[config.mk]
export PLATFORM = sky130hd
export DESIGN_NAME = ebcpu_ram
export DESIGN_NICKNAME = d
export VERILOG_FILES = /design/src/ebcpu_ram.sv
export SDC_FILE = /design/constraint.sdc
export NUM_CORES = 2
export LEC_CHECK = 0
export CORE_MARGIN = 2
export CORE_UTILIZATION = 55
export CTS_BUF_LIST = sky130_fd_sc_hd__clkbuf_8 sky130_fd_sc_hd__clkbuf_16
export DETAILED_ROUTE_END_ITERATION = 12
export DONT_BUFFER_PORTS = 1
export GPL_TIMING_DRIVEN = 0
export PLACE_DENSITY = 0.73
export SLEW_MARGIN = 10
export SYNTH_ARGS = -nofsm -noshare
export SYNTH_HDL_FRONTEND = slang
export SYNTH_SLANG_ARGS = --single-unit
export TNS_END_PERCENT = 1
[constraint.sdc]
create_clock -name clk -period 5.15 [get_ports clk]
set_input_delay 1.03 -clock clk [delete_from_list [all_inputs] [get_ports clk]]
set_output_delay 1.03 -clock clk [all_outputs]
set_load 0.02 [all_outputs]
[src/ebcpu_ram.sv]
// Generic single-port synchronous RAM with a registered read.
`default_nettype none
module ebcpu_ram #(
	parameter int WIDTH = 8,
	parameter int DEPTH = 256
) (
	input  wire logic                     clk,
	input  wire logic                     en,
	input  wire logic                     we,
	input  wire logic [$clog2(DEPTH)-1:0] addr,
	input  wire logic [WIDTH-1:0]         wdata,
	output logic [WIDTH-1:0]              rdata
);

	logic [WIDTH-1:0] mem [DEPTH];

	// One access per cycle; a read returns data on the next cycle.
	always_ff @(posedge clk) begin
		if (en) begin
			if (we) begin
				mem[addr] <= wdata;
			end else begin
				rdata <= mem[addr];
			end
		end
	end

endmodule
`default_nettype wire

==> results.py <==
metrics = {
    "global_route": {
        "global_route_wire_length_before_repair_um": 285900,
        "grt_overflow_total": 0,
        "antenna_found_initial": 15,
        "largest_net_degree_at_the_start_of_global_routing": 257,
        "grtUsageTotal_pct": 28.26,
        "vias_in_the_first_global_route": 38390,
    },
    "clocking": {
        "clock_latency_ns": 0.83,
        "ctsHoldBuffers": 0,
        "number_of_clock_sinks": 2056,
        "h-tree-depth": 4,
        "max-clock-path-buffers": 3,
        "cts_tree": "built",
        "postCtsResizedCells": 0,
        "postCtsSetupBuffers": 0,
        "numCtsBuffers": 196,
        "clock-root-buffer": "clkbuf_16",
        "worst_setup_hold_path_clk_slew_ns": 0.07,
    },
    "cells_and_area": {
        "register_area_um2": 61740,
        "design.final.nets": 3755,
        "multi_input_comb_area_um2": 15630,
        "fraction_of_layout_cells_with_a_size_suffix_above_1_pct": 22.47,
        "area_overhead_vs_synth_pct": 11.43,
        "fillerInstances": 9333,
    },
    "route": {
        "detail_route.wirelength_um": 205100,
        "vias": 39150,
        "ant_nets": 0,
        "first_iter_violations": 6147,
        "post_drt_wl_per_cell_um": 35.37,
        "firstDrtPassIters": 8,
        "vias_per_cell": 6.752,
        "drc": 0,
    },
    "synthesis": {
        "synth_cells": 3526,
        "yosysWarnings": 0,
        "synth.distinct_cells": 21,
        "post_synth.cell_area_avg_um2": 22.23,
        "synth.top_cell.area_share_pct": 78.77,
        "portion_of_the_post_synthesis_area_used_by_sequential_elements_pct": 78.77,
        "synth_top_area_cell": "edfxtp_1",
        "ys_top_cells_by_area": "edfxtp_1 79%, mux4_2 15%, a22oi_1 2.5%",
        "number_of_enable_flip_flop_cells_after_synthesis": 2056,
        "post_synth_most_frequent_cells": "2056 x edfxtp_1, 512 x mux4_2, 259 x nor2_1, 256 x a22oi_1, 143 x clkbuf_1",
        "synthMostInstantiatedCell": "edfxtp_1",
        "ys.flop_type": "edfxtp_1",
        "syn-num-nets": 3545,
        "synthesized_area_um2": 78380,
        "ys_ff_latch": 2056,
        "async_reset_ff_share_pct": 0,
    },
    "timing": {
        "timing.max_slew.rel_slack_pct": 8.771,
        "clock_period_minus_final_worst_setup_slack_ns": 5.114,
        "worst_clock_skew_ns": 0.03111,
        "fin_crit_sh_pct": 99.29,
        "final_hold_viol_count": 0,
        "finalSetupViolations": 0,
        "fmaxAchievable_mhz": 195.6,
        "totalNegativeSetupSlack_ns": 0,
        "maxSlewViolCount": 0,
        "rsz0062_at_grt": "no",
        "transition_time_at_the_pin_with_the_least_slew_margin_ns": 1.368,
    },
    "place": {
        "estimated_wirelength_of_the_detail_placed_design_um": 124400,
        "routabilityCongestion": 0.9806,
        "port_buffers": 0,
    },
    "critical_path": {
        "worstSetupStartpointType": "input port",
        "critical_path.reg2reg.startpoint": "mem[175][0]$_DFFE_PP_",
        "flop_to_flop_setup_slack_ns": 2.24,
        "timing.reg2reg.worst_path_depth": 5,
        "worstSetupEndpoint": "mem[120][1]$_DFFE_PP_",
        "path_max_fanout": 10,
        "worstPathRequired_ns": 5.59,
        "timing.rr.end": "rdata[0]$_DFFE_PP_",
        "critical_path.startpoint": "addr[3]",
        "crit_arrival_ns": 5.55,
        "crit_type": "in -> reg",
        "cp-end-kind": "flop",
    },
    "hold_path": {
        "hp-class": "in -> reg",
    },
    "power": {
        "leakage_nw": 26.47,
        "power.density_cell_area_nw_per_um2": 387.3,
        "irDropWorstVdd_mv": 0.3487,
        "design_power_total_mw": 33.82,
    },
    "floorplan": {
        "die_height_um": 381.5,
        "design.portCount": 27,
        "dieWidth_um": 381.5,
        "area_of_the_die_um2": 145500,
        "std_cell_rows": 138,
        "area_inside_the_core_boundary_um2": 141400,
        "start_util_pct": 55.42,
    },
    "flow_run": {
        "max_cap_viol_count": 0,
    },
    "outcome": {
        "outcome": "finished clean",
    },
}
[critical path: stages]
cell	delay, ns
nor2b_1	0.11
clkbuf_1	0.54
clkbuf_1	1.03
buf_1	0.44
nand2_1	0.74
clkbuf_2	0.57
buf_16	0.29
nor2_1	0.75
[worst min path at each step]
stage	from	endpoint	slack [ns]	depth (start not counted)
finish	wdata[0]	mem[196][0]$_DFFE_PP_	0.32	0
global route	wdata[0]	mem[196][0]$_DFFE_PP_	0.29	0
CTS	wdata[5]	mem[224][5]$_DFFE_PP_	0.31	0
detailed placement	mem[243][3]$_DFFE_PP_	rdata[3]$_DFFE_PP_	1.02	5
global placement	mem[240][2]$_DFFE_PP_	rdata[2]$_DFFE_PP_	1.02	5
floorplan	mem[146][0]$_DFFE_PP_	rdata[0]$_DFFE_PP_	0.90	5
[placed cells by master (no fill, tap or decap), drive strengths merged]
| cell | netlist | routed |
|---|---|---|
| clkbuf | 143 | 341 |
| nor3 | 1 | 1 |
| clkinv | 0 | 80 |
| nor2b | 7 | 7 |
| diode | 0 | 14 |
| clkinvlp | 0 | 6 |
| or2 | 1 | 1 |
| nand2b | 2 | 2 |
| o41ai | 32 | 32 |
| inv | 0 | 55 |
| bufinv | 0 | 17 |
| and2 | 2 | 2 |
| a21oi | 128 | 128 |
| nand2 | 30 | 30 |
| nand4 | 8 | 8 |
| and4 | 1 | 1 |
| buf | 82 | 94 |
| nand3 | 4 | 4 |
| edfxtp | 2056 | 2056 |
| mux4 | 512 | 512 |
| nor3b | 2 | 2 |
| a22oi | 256 | 256 |
| nor2 | 259 | 259 |
[area by class of cell]
cell class,instances,area share (%)
clock buffer,198,5.673
timing repair buffer,12,0.3209
antenna,14,0.04012
clock inverter,158,1.489
sequential,2056,70.69
multi-input combinational,1245,17.90
buffer,225,1.175
tap,1890,2.708
[layer usage]
metal,global-route usage [%],share of wire (%),up-vias
met4,13.15,5.1,12
li1,-,-,15450
met1,38.90,36,20590
met2,42.19,46,2646
met3,8.368,13,452
met5,0,0.036,-
[state kept, by name, indices dropped and copies added, names as in the netlist]
register,flops
rdata,8
mem,2048
[power by group]
| group | internal, mW | switching (mW) |
|---|---|---|
| registers | 18.4 | 0.0159 |
| logic | 0.490 | 0.786 |
| clock network | 7.85 | 6.25 |
[per-stage QoR]
stage / worst slack (ns) / cells / hold slack, ns / utilization [%] / instance area [um^2]
2_1_floorplan: 1.825 / 3526 / 0.8956 / - / 78380
3_3_place_gp: -1.316 / 5416 / 1.024 / 57.10 / 80740
3_5_place_dp: -0.6783 / 5428 / 1.021 / 57.31 / 81040
4_1_cts: 0.1679 / 5784 / 0.3083 / 61.73 / 87300
5_1_grt: 0.1187 / 5784 / 0.2891 / 61.73 / 87300
6_report: 0.03631 / 5798 / 0.3235 / 61.76 / 87330
[kinds of logic after synthesis]
logic type             Yosys count  share of synthesized area [%]
and+or+nand+nor                317                          1.606
AOI/OAI and AO/OA              416                          3.627
DFF                           2056                          78.77
buffers and inverters          225                          1.282
muxes                          512                          14.71
Note: power is estimated with default switching activity, not from simulation.
